`src/rtl/ets2c_pkg.sv`:
```
// ----------------------------------------------------------------------------
// ets2c_pkg
// Shared types and constants for the epoch seconds to calendar pipeline.
// ----------------------------------------------------------------------------
`default_nettype none

package ets2c_pkg;

  // cycles from an input transaction to its result transaction
  localparam int unsigned PIPE_LATENCY = 9;

  // whole days since the epoch and second of that day
  typedef struct packed {
    logic [21:0] days;
    logic [16:0] sod;
  } ets2c_day_t;

  // time of day and weekday
  typedef struct packed {
    logic [5:0] sec;
    logic [5:0] min;
    logic [4:0] hour;
    logic [2:0] wday;
  } ets2c_clock_t;

  // calendar date
  typedef struct packed {
    logic [13:0] year;
    logic [3:0]  mon;
    logic [4:0]  mday;
  } ets2c_date_t;

endpackage

`default_nettype wire

```
`src/rtl/ets2c_day_split.sv`:
```
// ----------------------------------------------------------------------------
// ets2c_day_split
// Clamps the signed second count and splits it into whole days and second of
// day, three register stages.
// ----------------------------------------------------------------------------
`default_nettype none

module ets2c_day_split
  import ets2c_pkg::*;
(
  input  logic               clk,
  input  logic               rst_n,
  input  logic               valid_i,
  input  logic signed [63:0] seconds_i,
  output logic               valid_o,
  output ets2c_day_t         day_o
);

  // first second past 9999-12-31 23:59:59
  localparam logic [62:0] SAT_LIMIT = 63'd253402300800;
  localparam logic [21:0] MAX_DAYS  = 22'd2932896;
  localparam logic [16:0] LAST_SOD  = 17'd86399;
  // ceil(2^41 / 675), exact quotient for 31-bit dividends
  localparam logic [31:0] R675 = 32'(((64'd1 << 41) + 64'd674) / 64'd675);

  logic        s0_valid_r, s1_valid_r, s2_valid_r;
  logic [30:0] s0_x_r, s1_x_r;
  logic [6:0]  s0_lo_r, s1_lo_r;
  logic        s0_sat_r, s1_sat_r;
  logic [21:0] s1_days_r;
  ets2c_day_t  s2_day_r;

  logic        neg;
  logic [62:0] div_prod;
  logic [30:0] rem_full;
  ets2c_day_t  s2_day_nxt;

  // clamp negatives, flag values beyond the last supported day
  assign neg = seconds_i[63];

  // t / 86400 = (t >> 7) / 675 by reciprocal multiply
  assign div_prod = 63'(s0_x_r) * 63'(R675);

  // remainder rebuilds the second of day, saturate past year 9999
  always_comb begin
    rem_full = s1_x_r - 31'(31'(s1_days_r) * 31'(675));
    if (s1_sat_r) begin
      s2_day_nxt.days = MAX_DAYS;
      s2_day_nxt.sod  = LAST_SOD;
    end else begin
      s2_day_nxt.days = s1_days_r;
      s2_day_nxt.sod  = {rem_full[9:0], s1_lo_r};
    end
  end

  // valid chain
  always_ff @(posedge clk) begin
    if (!rst_n) begin
      s0_valid_r <= 1'b0;
      s1_valid_r <= 1'b0;
      s2_valid_r <= 1'b0;
    end else begin
      s0_valid_r <= valid_i;
      s1_valid_r <= s0_valid_r;
      s2_valid_r <= s1_valid_r;
    end
  end

  // payload stages
  always_ff @(posedge clk) begin
    s0_x_r    <= neg ? '0 : seconds_i[37:7];
    s0_lo_r   <= neg ? '0 : seconds_i[6:0];
    s0_sat_r  <= !neg && (seconds_i[62:0] >= SAT_LIMIT);
    s1_days_r <= div_prod[62:41];
    s1_x_r    <= s0_x_r;
    s1_lo_r   <= s0_lo_r;
    s1_sat_r  <= s0_sat_r;
    s2_day_r  <= s2_day_nxt;
  end

  assign valid_o = s2_valid_r;
  assign day_o   = s2_day_r;

endmodule

`default_nettype wire

```
`src/rtl/ets2c_time_split.sv`:
```
// ----------------------------------------------------------------------------
// ets2c_time_split
// Hour, minute, second and weekday from the day split, six register stages
// to line up with the date path.
// ----------------------------------------------------------------------------
`default_nettype none

module ets2c_time_split
  import ets2c_pkg::*;
(
  input  logic         clk,
  input  logic         rst_n,
  input  logic         valid_i,
  input  ets2c_day_t   day_i,
  output logic         valid_o,
  output ets2c_clock_t clock_o
);

  // exact reciprocals for the value ranges seen here
  localparam logic [17:0] R3600 = 18'(((64'd1 << 29) + 64'd3599) / 64'd3600);
  localparam logic [12:0] R60   = 13'(((64'd1 << 18) + 64'd59) / 64'd60);
  localparam logic [22:0] R7    = 23'(((64'd1 << 25) + 64'd6) / 64'd7);

  logic [5:0]   valid_r;

  logic [4:0]   a_hour_r;
  logic [16:0]  a_sod_r;
  logic [21:0]  a_v_r;
  logic [19:0]  a_q7_r;

  logic [4:0]   b_hour_r;
  logic [11:0]  b_rem_r;
  logic [2:0]   b_wday_r;

  logic [4:0]   c_hour_r;
  logic [11:0]  c_rem_r;
  logic [2:0]   c_wday_r;
  logic [5:0]   c_min_r;

  ets2c_clock_t d_clock_r, e_clock_r, f_clock_r;

  logic [21:0]  v_nxt;
  logic [34:0]  hour_prod;
  logic [44:0]  q7_prod;
  logic [16:0]  rem_full;
  logic [21:0]  wday_full;
  logic [24:0]  min_prod;
  logic [11:0]  sec_full;
  ets2c_clock_t d_clock_nxt;

  // stage a: hour and weekday quotient
  assign v_nxt     = day_i.days + 22'd4;
  assign hour_prod = 35'(day_i.sod) * 35'(R3600);
  assign q7_prod   = 45'(v_nxt) * 45'(R7);

  // stage b: remainder within the hour, weekday remainder
  assign rem_full  = a_sod_r - 17'(17'(a_hour_r) * 17'(3600));
  assign wday_full = a_v_r - 22'(22'(a_q7_r) * 22'(7));

  // stage c: minute
  assign min_prod  = 25'(b_rem_r) * 25'(R60);

  // stage d: second
  always_comb begin
    sec_full         = c_rem_r - 12'(12'(c_min_r) * 12'(60));
    d_clock_nxt.sec  = sec_full[5:0];
    d_clock_nxt.min  = c_min_r;
    d_clock_nxt.hour = c_hour_r;
    d_clock_nxt.wday = c_wday_r;
  end

  // valid chain
  always_ff @(posedge clk) begin
    if (!rst_n) begin
      valid_r <= '0;
    end else begin
      valid_r <= {valid_r[4:0], valid_i};
    end
  end

  // payload stages
  always_ff @(posedge clk) begin
    a_hour_r  <= hour_prod[33:29];
    a_sod_r   <= day_i.sod;
    a_v_r     <= v_nxt;
    a_q7_r    <= q7_prod[44:25];
    b_hour_r  <= a_hour_r;
    b_rem_r   <= rem_full[11:0];
    b_wday_r  <= wday_full[2:0];
    c_hour_r  <= b_hour_r;
    c_rem_r   <= b_rem_r;
    c_wday_r  <= b_wday_r;
    c_min_r   <= min_prod[23:18];
    d_clock_r <= d_clock_nxt;
    e_clock_r <= d_clock_r;
    f_clock_r <= e_clock_r;
  end

  assign valid_o = valid_r[5];
  assign clock_o = f_clock_r;

endmodule

`default_nettype wire

```
`src/rtl/ets2c_date_split.sv`:
```
// ----------------------------------------------------------------------------
// ets2c_date_split
// Year, month and day of month from the day count, six register stages:
// year estimate counted from 1 March, leap-aware fix-up, month formula.
// ----------------------------------------------------------------------------
`default_nettype none

module ets2c_date_split
  import ets2c_pkg::*;
(
  input  logic        clk,
  input  logic        rst_n,
  input  logic        valid_i,
  input  logic [21:0] days_i,
  output logic        valid_o,
  output ets2c_date_t date_o
);

  // days from 1 March 1 BC to the epoch, less the March shift
  localparam logic [21:0] MARCH_OFFSET = 22'd719468;
  // exact reciprocals for the value ranges seen here
  localparam logic [31:0] R146097 =
    32'(((64'd1 << 49) + 64'd146096) / 64'd146097);
  localparam logic [14:0] R100 = 15'(((64'd1 << 21) + 64'd99) / 64'd100);
  localparam logic [14:0] R400 = 15'(((64'd1 << 23) + 64'd399) / 64'd400);
  localparam logic [12:0] R306 = 13'(((64'd1 << 21) + 64'd305) / 64'd306);

  // first day of each month relative to 1 March, less one
  function automatic logic [8:0] month_start(input logic [3:0] mon);
    logic [8:0] s;
    begin
      case (mon)
        4'd1:    s = 9'd0;
        4'd2:    s = 9'd31;
        4'd3:    s = 9'd61;
        4'd4:    s = 9'd92;
        4'd5:    s = 9'd122;
        4'd6:    s = 9'd153;
        4'd7:    s = 9'd184;
        4'd8:    s = 9'd214;
        4'd9:    s = 9'd245;
        4'd10:   s = 9'd275;
        4'd11:   s = 9'd306;
        4'd12:   s = 9'd337;
        default: s = 9'd0;
      endcase
      return s;
    end
  endfunction

  logic [5:0]  valid_r;

  logic [21:0] a_d_r, b_d_r, c_d_r;
  logic [30:0] a_yarg_r;
  logic [13:0] b_year_r, c_year_r;
  logic [7:0]  c_q100_r;
  logic [5:0]  c_q400_r;
  logic [8:0]  d_yday_r, e_yday_r;
  logic [13:0] d_year_r, e_year_r;
  logic [3:0]  e_mon_r;
  ets2c_date_t f_date_r;

  logic [21:0]        d_nxt;
  logic [21:0]        dp2;
  logic [62:0]        year_prod;
  logic [28:0]        q100_prod;
  logic [28:0]        q400_prod;
  logic [22:0]        base;
  logic signed [23:0] yday_raw;
  logic signed [23:0] yday_adj;
  logic               leap;
  logic               is_c100;
  logic               is_c400;
  logic [8:0]         yday_nxt;
  logic [13:0]        year_nxt;
  logic [11:0]        mon_arg;
  logic [24:0]        mon_prod;
  logic [8:0]         mday_full;
  ets2c_date_t        f_date_nxt;

  // stage a: day number from 1 March 1 BC, scaled for the 400-year cycle
  assign d_nxt = days_i + MARCH_OFFSET;
  assign dp2   = d_nxt + 22'd2;

  // stage b: year estimate
  assign year_prod = 63'(a_yarg_r) * 63'(R146097);

  // stage c: century counts for the leap rule
  assign q100_prod = 29'(b_year_r) * 29'(R100);
  assign q400_prod = 29'(b_year_r) * 29'(R400);

  // stage d: day of year, step back a year when it comes out negative
  always_comb begin
    base = 23'(c_year_r) * 23'(365) + 23'(c_year_r[13:2])
         - 23'(c_q100_r) + 23'(c_q400_r);
    yday_raw = $signed({2'b00, c_d_r}) - $signed({1'b0, base});
    is_c100  = (c_year_r == 14'(14'(c_q100_r) * 14'(100)));
    is_c400  = (c_year_r == 14'(14'(c_q400_r) * 14'(400)));
    leap     = (c_year_r[1:0] == 2'b00) && (!is_c100 || is_c400);
    yday_adj = yday_raw + 24'sd365 + $signed({23'd0, leap});
    if (yday_raw < 0) begin
      yday_nxt = yday_adj[8:0];
      year_nxt = c_year_r - 14'd1;
    end else begin
      yday_nxt = yday_raw[8:0];
      year_nxt = c_year_r;
    end
  end

  // stage e: month counted from March
  assign mon_arg  = (12'(d_yday_r) + 12'd31) * 12'd10;
  assign mon_prod = 25'(mon_arg) * 25'(R306);

  // stage f: day of month, move to January-based month and year
  always_comb begin
    mday_full       = e_yday_r - month_start(e_mon_r) + 9'd1;
    f_date_nxt.mday = mday_full[4:0];
    if (e_yday_r >= 9'd306) begin
      f_date_nxt.mon  = e_mon_r - 4'd10;
      f_date_nxt.year = e_year_r + 14'd1;
    end else begin
      f_date_nxt.mon  = e_mon_r + 4'd2;
      f_date_nxt.year = e_year_r;
    end
  end

  // valid chain
  always_ff @(posedge clk) begin
    if (!rst_n) begin
      valid_r <= '0;
    end else begin
      valid_r <= {valid_r[4:0], valid_i};
    end
  end

  // payload stages
  always_ff @(posedge clk) begin
    a_d_r    <= d_nxt;
    a_yarg_r <= 31'(dp2) * 31'(400);
    b_d_r    <= a_d_r;
    b_year_r <= year_prod[62:49];
    c_d_r    <= b_d_r;
    c_year_r <= b_year_r;
    c_q100_r <= q100_prod[28:21];
    c_q400_r <= q400_prod[28:23];
    d_yday_r <= yday_nxt;
    d_year_r <= year_nxt;
    e_yday_r <= d_yday_r;
    e_year_r <= d_year_r;
    e_mon_r  <= mon_prod[24:21];
    f_date_r <= f_date_nxt;
  end

  assign valid_o = valid_r[5];
  assign date_o  = f_date_r;

endmodule

`default_nettype wire

```
`src/rtl/epoch_seconds_to_calendar_core.sv`:
```
// ----------------------------------------------------------------------------
// epoch_seconds_to_calendar_core
// Signed seconds since 1970-01-01 UTC to Gregorian date, time and weekday.
// ----------------------------------------------------------------------------
// Usage:
//   Input: raise start with in_epoch_seconds; the transaction is taken at any
//   edge where start is high. busy stays low, so a new timestamp can enter in
//   every cycle, one transaction per clock sustained.
//   Output: out_strobe marks each result for a single cycle; the receiver
//   cannot hold it off, and nothing in the block waits on it.
//   Pipeline: three stages split seconds into days and second of day, six
//   more derive the calendar date (year estimate, leap fix-up, month
//   formula) while a parallel path derives hour, minute, second and
//   weekday.
//   Negative inputs read as the epoch; values past 9999-12-31 23:59:59
//   saturate to that instant.
//   Reset: synchronous, active low, empties the pipeline; there is no other
//   state, so nothing needs to be set up before use.
// ----------------------------------------------------------------------------
`default_nettype none

module epoch_seconds_to_calendar_core
  import ets2c_pkg::*;
(
  input  logic               clk,
  input  logic               rst_n,
  input  logic               start,
  output logic               busy,
  input  logic signed [63:0] in_epoch_seconds,
  output logic               out_strobe,
  output logic [5:0]         out_second_of_minute,
  output logic [5:0]         out_minute_of_hour,
  output logic [4:0]         out_hour_of_day,
  output logic [4:0]         out_day_of_month,
  output logic [3:0]         out_month_of_year,
  output logic [13:0]        out_calendar_year,
  output logic [2:0]         out_day_of_week
);

  logic         day_valid;
  ets2c_day_t   day;
  logic         clock_valid;
  ets2c_clock_t clock_fields;
  logic         date_valid;
  ets2c_date_t  date_fields;

  // fully pipelined, never refuses a transaction
  assign busy = 1'b0;

  // seconds to days and second of day
  ets2c_day_split u_day_split (
    .clk       (clk),
    .rst_n     (rst_n),
    .valid_i   (start),
    .seconds_i (in_epoch_seconds),
    .valid_o   (day_valid),
    .day_o     (day)
  );

  // time of day and weekday
  ets2c_time_split u_time_split (
    .clk     (clk),
    .rst_n   (rst_n),
    .valid_i (day_valid),
    .day_i   (day),
    .valid_o (clock_valid),
    .clock_o (clock_fields)
  );

  // calendar date
  ets2c_date_split u_date_split (
    .clk     (clk),
    .rst_n   (rst_n),
    .valid_i (day_valid),
    .days_i  (day.days),
    .valid_o (date_valid),
    .date_o  (date_fields)
  );

  // result ports
  assign out_strobe           = date_valid;
  assign out_second_of_minute = clock_fields.sec;
  assign out_minute_of_hour   = clock_fields.min;
  assign out_hour_of_day      = clock_fields.hour;
  assign out_day_of_month     = date_fields.mday;
  assign out_month_of_year    = date_fields.mon;
  assign out_calendar_year    = date_fields.year;
  assign out_day_of_week      = clock_fields.wday;

  // both result paths stay in step
  assert property (@(posedge clk) disable iff (!rst_n)
    clock_valid == date_valid)
    else $error("time and date paths out of step");

  // every result comes from a transaction taken a fixed time earlier
  assert property (@(posedge clk) disable iff (!rst_n)
    out_strobe |-> $past(start, PIPE_LATENCY))
    else $error("result without a matching input");

  // negative input yields the epoch itself
  assert property (@(posedge clk) disable iff (!rst_n)
    out_strobe && $past(start && in_epoch_seconds[63], PIPE_LATENCY) |->
      out_calendar_year == 14'd1970 && out_month_of_year == 4'd1 &&
      out_day_of_month == 5'd1 && out_hour_of_day == 5'd0 &&
      out_minute_of_hour == 6'd0 && out_second_of_minute == 6'd0 &&
      out_day_of_week == 3'd4)
    else $error("negative input not clamped to the epoch");

  // far-future input saturates to the last second of 9999
  assert property (@(posedge clk) disable iff (!rst_n)
    out_strobe &&
    $past(start && !in_epoch_seconds[63] && in_epoch_seconds[62:38] != 25'd0,
          PIPE_LATENCY) |->
      out_calendar_year == 14'd9999 && out_month_of_year == 4'd12 &&
      out_day_of_month == 5'd31 && out_hour_of_day == 5'd23 &&
      out_second_of_minute == 6'd59)
    else $error("far-future input not saturated");

  // calendar fields stay in range
  assert property (@(posedge clk) disable iff (!rst_n)
    out_strobe |->
      out_month_of_year >= 4'd1 && out_month_of_year <= 4'd12 &&
      out_day_of_month >= 5'd1 && out_day_of_week <= 3'd6 &&
      out_hour_of_day <= 5'd23)
    else $error("calendar field out of range");

endmodule

`default_nettype wire

```
`config.mk`:
```
export PLATFORM = sky130hd
export DESIGN_NAME = epoch_seconds_to_calendar_core
export DESIGN_NICKNAME = d
export VERILOG_FILES = /design/src/rtl/ets2c_pkg.sv /design/src/rtl/ets2c_day_split.sv /design/src/rtl/ets2c_time_split.sv /design/src/rtl/ets2c_date_split.sv /design/src/rtl/epoch_seconds_to_calendar_core.sv
export SDC_FILE = /design/constraint.sdc
export NUM_CORES = 2
export LEC_CHECK = 0
export BUFFER_PORTS_ARGS = -buffer_cell sky130_fd_sc_hd__buf_2
export CORE_MARGIN = 10
export CORE_UTILIZATION = 28
export CTS_CLUSTER_SIZE = 10
export DETAILED_ROUTE_END_ITERATION = 8
export PLACE_DENSITY = 0.49
export SLEW_MARGIN = 25
export SYNTH_ARGS = -nofsm -noshare
export SYNTH_HDL_FRONTEND = slang
export SYNTH_HIERARCHICAL = 1
export SYNTH_SLANG_ARGS = --single-unit
```
`constraint.sdc`:
```
create_clock -name clk -period 10.21 [get_ports clk]
set_clock_uncertainty 0.1 [all_clocks]
set_input_delay 0 -clock clk [delete_from_list [all_inputs] [get_ports clk]]
set_output_delay 0 -clock clk [all_outputs]
set_load 0.01 [all_outputs]
```
* After elaboration in Yosys (flattened, before gate mapping) *
Memories as Yosys holds them, arrays and structs flattened. A register that Yosys moved wholly into a read port is not among the register bits.
Index checks and enable logic that the tools add are counted.

cells by class
  add/sub/neg operators = 20
  multipliers = 16
  magnitude comparators = 3
  equality and inequality tests = 2
  mux-type cells = 3
  reductions and logical operators = 6

operator list
  operator                                                             count
  greater-or-equal comparator 63 x 38 -> 1 bit, second input constant  1
  multiplier 31 x 32 -> 63 bit, second input constant                  1
  multiplier 27 x 30 -> 57 bit, second input constant                  1
  multiplier 22 x 23 -> 45 bit, second input constant                  1
  multiplier 17 x 18 -> 34 bit, second input constant                  1
  equality test 14 bit                                                 2
  multiplier 14 x 13 -> 27 bit, second input constant                  1
  multiplier 22 x 5 -> 27 bit, second input constant                   1
  less-than comparator 24 x 1 -> 1 bit, second input constant          1
  subtractor 22 x 23 -> 24 bit                                         1
  adder 23 x 12 -> 23 bit                                              1
  adder 23 x 6 -> 23 bit                                               1
  multiplier 11 x 12 -> 23 bit, second input constant                  1
  multiplier 12 x 12 -> 23 bit, second input constant                  1
  multiplier 14 x 9 -> 23 bit, second input constant                   1
  subtractor 23 x 8 -> 23 bit                                          1
  adder 22 x 2 -> 22 bit, second input constant                        1
  adder 22 x 20 -> 22 bit, second input constant                       1
  adder 22 x 3 -> 22 bit, second input constant                        1
  multiplier 22 x 10 -> 10 bit, second input constant                  1
  multiplier 20 x 3 -> 3 bit, second input constant                    1
  2-to-1 mux 18 bit                                                    1
  adder 14 x 1 -> 14 bit, second input constant                        1
  2-to-1 mux 14 bit                                                    1
  other kinds (23)                                                     25

storage, ports and cells
  flip-flop bits (word level) = 475
  ROM bits = 144
  input port bits = 67
  output and inout bits = 45
  memories = 1

memories
  memory           words  bits a word  read ports  clocked after memory_dff  wr ports  line                    text
  (no name shown)  16     9            1           1                         0         ets2c_date_split.sv:32  case (mon)

* Logic depth before layout (Yosys ltp) *
  depth after elaboration = 8
  mapped depth = 35
  mapped depth without buffers = 34

* By module *
Netlist, hierarchy kept.

modules (own cells, without submodules)
  module                          times used  cells each  area an instance (um2)  sequential area each (um2)
  ets2c_date_split                1           3220        32822.7                 4244.1
  ets2c_day_split                 1           1839        18602.8                 2422.3
  ets2c_time_split                1           1228        13026.2                 2582.5
  epoch_seconds_to_calendar_core  1           2           11.3                    0.0

* Worst setup path before layout *
No wires, ideal clock.

  kind = reg-to-reg
  start point = reg u_date_split.d_yday_r[0]
  end point = reg (tool-made name)
  library setup time = 0.095 ns
  arrival time = 7.028 ns
  slack = 2.987 ns
  cell stages (with the launch flop) = 36
  path buffers = 1
  cells stage by stage = dfxtp_1 -> inv_1 -> ha_1 -> inv_1 -> ha_1 -> ha_1 -> inv_1 -> fa_1 -> inv_1 -> a21o_1 -> a21oi_1 -> o21bai_1 -> a21o_1 -> xor2_1 -> inv_1 -> ha_1 -> ha_1 -> or2_2 -> fa_1 -> inv_1 -> fa_1 -> fa_1 -> inv_1 -> ha_1 -> nor4_1 -> nand3_1 -> o211ai_1 -> and3_1 -> buf_2 -> nand2b_1 -> and2b_1 -> xnor2_1 -> ha_1 -> inv_1 -> o22ai_1 -> a221oi_1

RTL lines
  item                    line                     text
  start, declared         ets2c_date_split.sv:58   logic [8:0] d_yday_r, e_yday_r;
  start signal, assigned  ets2c_date_split.sv:146  d_yday_r <= yday_nxt;

==> results by group <==
Final layout
  – Most frequent cells in the layout: 1697 x inv_1, 1480 x ha_1, 964 x fa_1
  – Layout cell share with drive strength beyond 1: 4.35%
  – Commonest non-fill, non-tap cell in the layout: inv_1
  – Syn-to-layout area delta: 10.9%
  – Layout Nets: 9025

STA
  – RSZ-0062 raised after global routing: false
  – Setup Viol. Count Final: 0
  – Worst-Margin Slew: 912 ps
  – Slew HR: 39.2%
  – Fin. Hold Viols: 0
  – Final min period: 8060 ps
  – Max-slew violations: 0
  – Part of the cycle the worst path needs: 79.0%
  – FMAX: 124 MHz
  – Setup tns final: 0 ps

Synthesis
  – Synthesized Nets: 8788
  – Synthesis Warnings: 6
  – Mapped Cells: 6277
  – Syn_area_per_cell: 10.2 sq um
  – Post-synthesis cell area: 0.0643 sq mm

Worst hold path
  – Min-delay worst type: input port to flop
  – WHS Endpoint: u_date_split/valid_r[1]
  – Min-Delay Startpoint: rst_n
  – Hold Crit Depth: 3

Floorplanning
  – Die Footprint: 0.249 sq mm
  – Chip width: 499 microns
  – Die height: 499 microns
  – Initial Util: 28.2%
  – Core outline area: 0.228 sq mm
  – Num rows: 175
  – Num ports: 112

Routing
  – Final wirelength: 163000 microns
  – Initial DRC Count: 1729
  – First drt pass iteration count: 5
  – ANT nets after route: 0
  – DRC: 0
  – Vias: 41800
  – DR WL/cell: 17.1 microns
  – Routed vias/inst: 4.37

Placement
  – HPWL Detailed: 144000 microns
  – GP Congestion: 0.893
  – PortBufs: 110

Clocking
  – H-tree levels: 2
  – Reg clk slew, reported paths: 50 ps
  – Clk Latency, worst-skew pair: 700 ps
  – Clock Path Buffers: 3
  – Num CTS Buffers: 58
  – CTS root buf: clkbuf_16
  – Post-CTS setup buffers: 0
  – Clk sinks: 456
  – CTS tree: built

Worst setup path
  – RR Startpoint: u_date_split/d_yday_r[0]
  – Crit path kind: flop to flop
  – CP Launch Type: flop
  – CP max stage delay: 510 ps
  – Slowest CP cell: fa_1
  – Worst path arrival time: 8540 ps
  – Worst reg-to-reg setup slack: 2150 ps
  – Worst setup EP type: flop
  – Crit Path Max Fanout: 9
  – CP dominant cell by count: ha_1
  – R2R cell count: 32
  – Critical Path RT: 10680 ps

Global route
  – Initial antenna violation count: 5
  – First-pass GRT wire length: 263000 microns
  – Vias in the first global route: 46200
  – M2 GR Usage: 23.2%
  – Largest net degree at the start of global routing: 40
  – GRT overflow: 0
  – Met1 Track Usage GR: 17.7%
  – GRT busiest layer: met2
  – Total track usage: 13.3%
  – Met3 usage: 1.48%

Flow run
  – Max-Cap Viols: 0

Outcome
  – Outcome: finished, final reports clean
[timing repair]
item,4_1_cts,5_1_grt
endpoints found under the hold margin,48,0
hold buffers,92,0
gates resized for setup,0,0
[worst max path at each step]
stage	from	to	slack, ps
2_1_floorplan	u_date_split/d_yday_r[0]	flop	2990
3_3_place_gp	u_date_split/d_yday_r[0]	flop	2180
3_5_place_dp	u_date_split/d_yday_r[0]	flop	2150
4_1_cts	u_date_split/d_yday_r[0]	flop	2100
5_1_grt	u_date_split/d_yday_r[0]	flop	1420
6_report	u_date_split/d_yday_r[0]	flop	2150
[per-layer routing]
metal	vias up	share of wire, %
met5	-	0
met4	0	2.0
met3	136	3.5
met2	604	48
met1	20700	46
li1	20300	-
[area by class of cell]
class	instances	area, sq um
Clock inverter	16	267
Antenna cell	1	2.50
Inverter	1697	6370
Timing Repair Buffer	211	1540
Multi-Input combinational cell	4090	48700
Clock buffer	75	1570
Sequential cell	456	9130
Fill cell	23600	157000
Tap cell	3009	3760
[sequential cells by signal (all words and copies together) (netlist names), 20 cells and up, named ones only]
| signal | cells |
|---|---|
| u_date_split/a_d_r | 22 |
| u_date_split/a_yarg_r | 26 |
| u_date_split/b_d_r | 22 |
| u_date_split/c_d_r | 22 |
| u_date_split/date_o | 23 |
| u_day_split/day_o | 39 |
| u_day_split/s0_x_r | 31 |
| u_day_split/s1_days_r | 22 |
| u_time_split/clock_o | 20 |
| u_time_split/d_clock_r | 20 |
| u_time_split/e_clock_r | 20 |
[per-stage QoR]
stage	area [sq um]	util (%)	instances	hold slack [ps]	worst slack [ps]
2_1_floorplan	64300	-	6277	21.7	2990
3_3_place_gp	68500	30.1	9371	114	2180
3_5_place_dp	68600	30.1	9371	117	2150
4_1_cts	71300	31.3	9554	1.74	2100
5_1_grt	71300	31.3	9554	51.2	1420
6_report	71300	31.3	9555	35.5	2150
[worst max-delay path, delay by kind of cell (launching register included)]
family / cells / cell delay [ps]
DFF: 1 / 430
adders and majority gates: 10 / 3650
AOI/OAI and AO/OA: 9 / 1470
xor gates and xnor gates: 3 / 460
and+or+nand+nor: 6 / 1520
buffers and inverters: 4 / 330
Power is not shown: default switching activity piles up to over one toggle a cycle in this logic, so the estimate is an artifact.
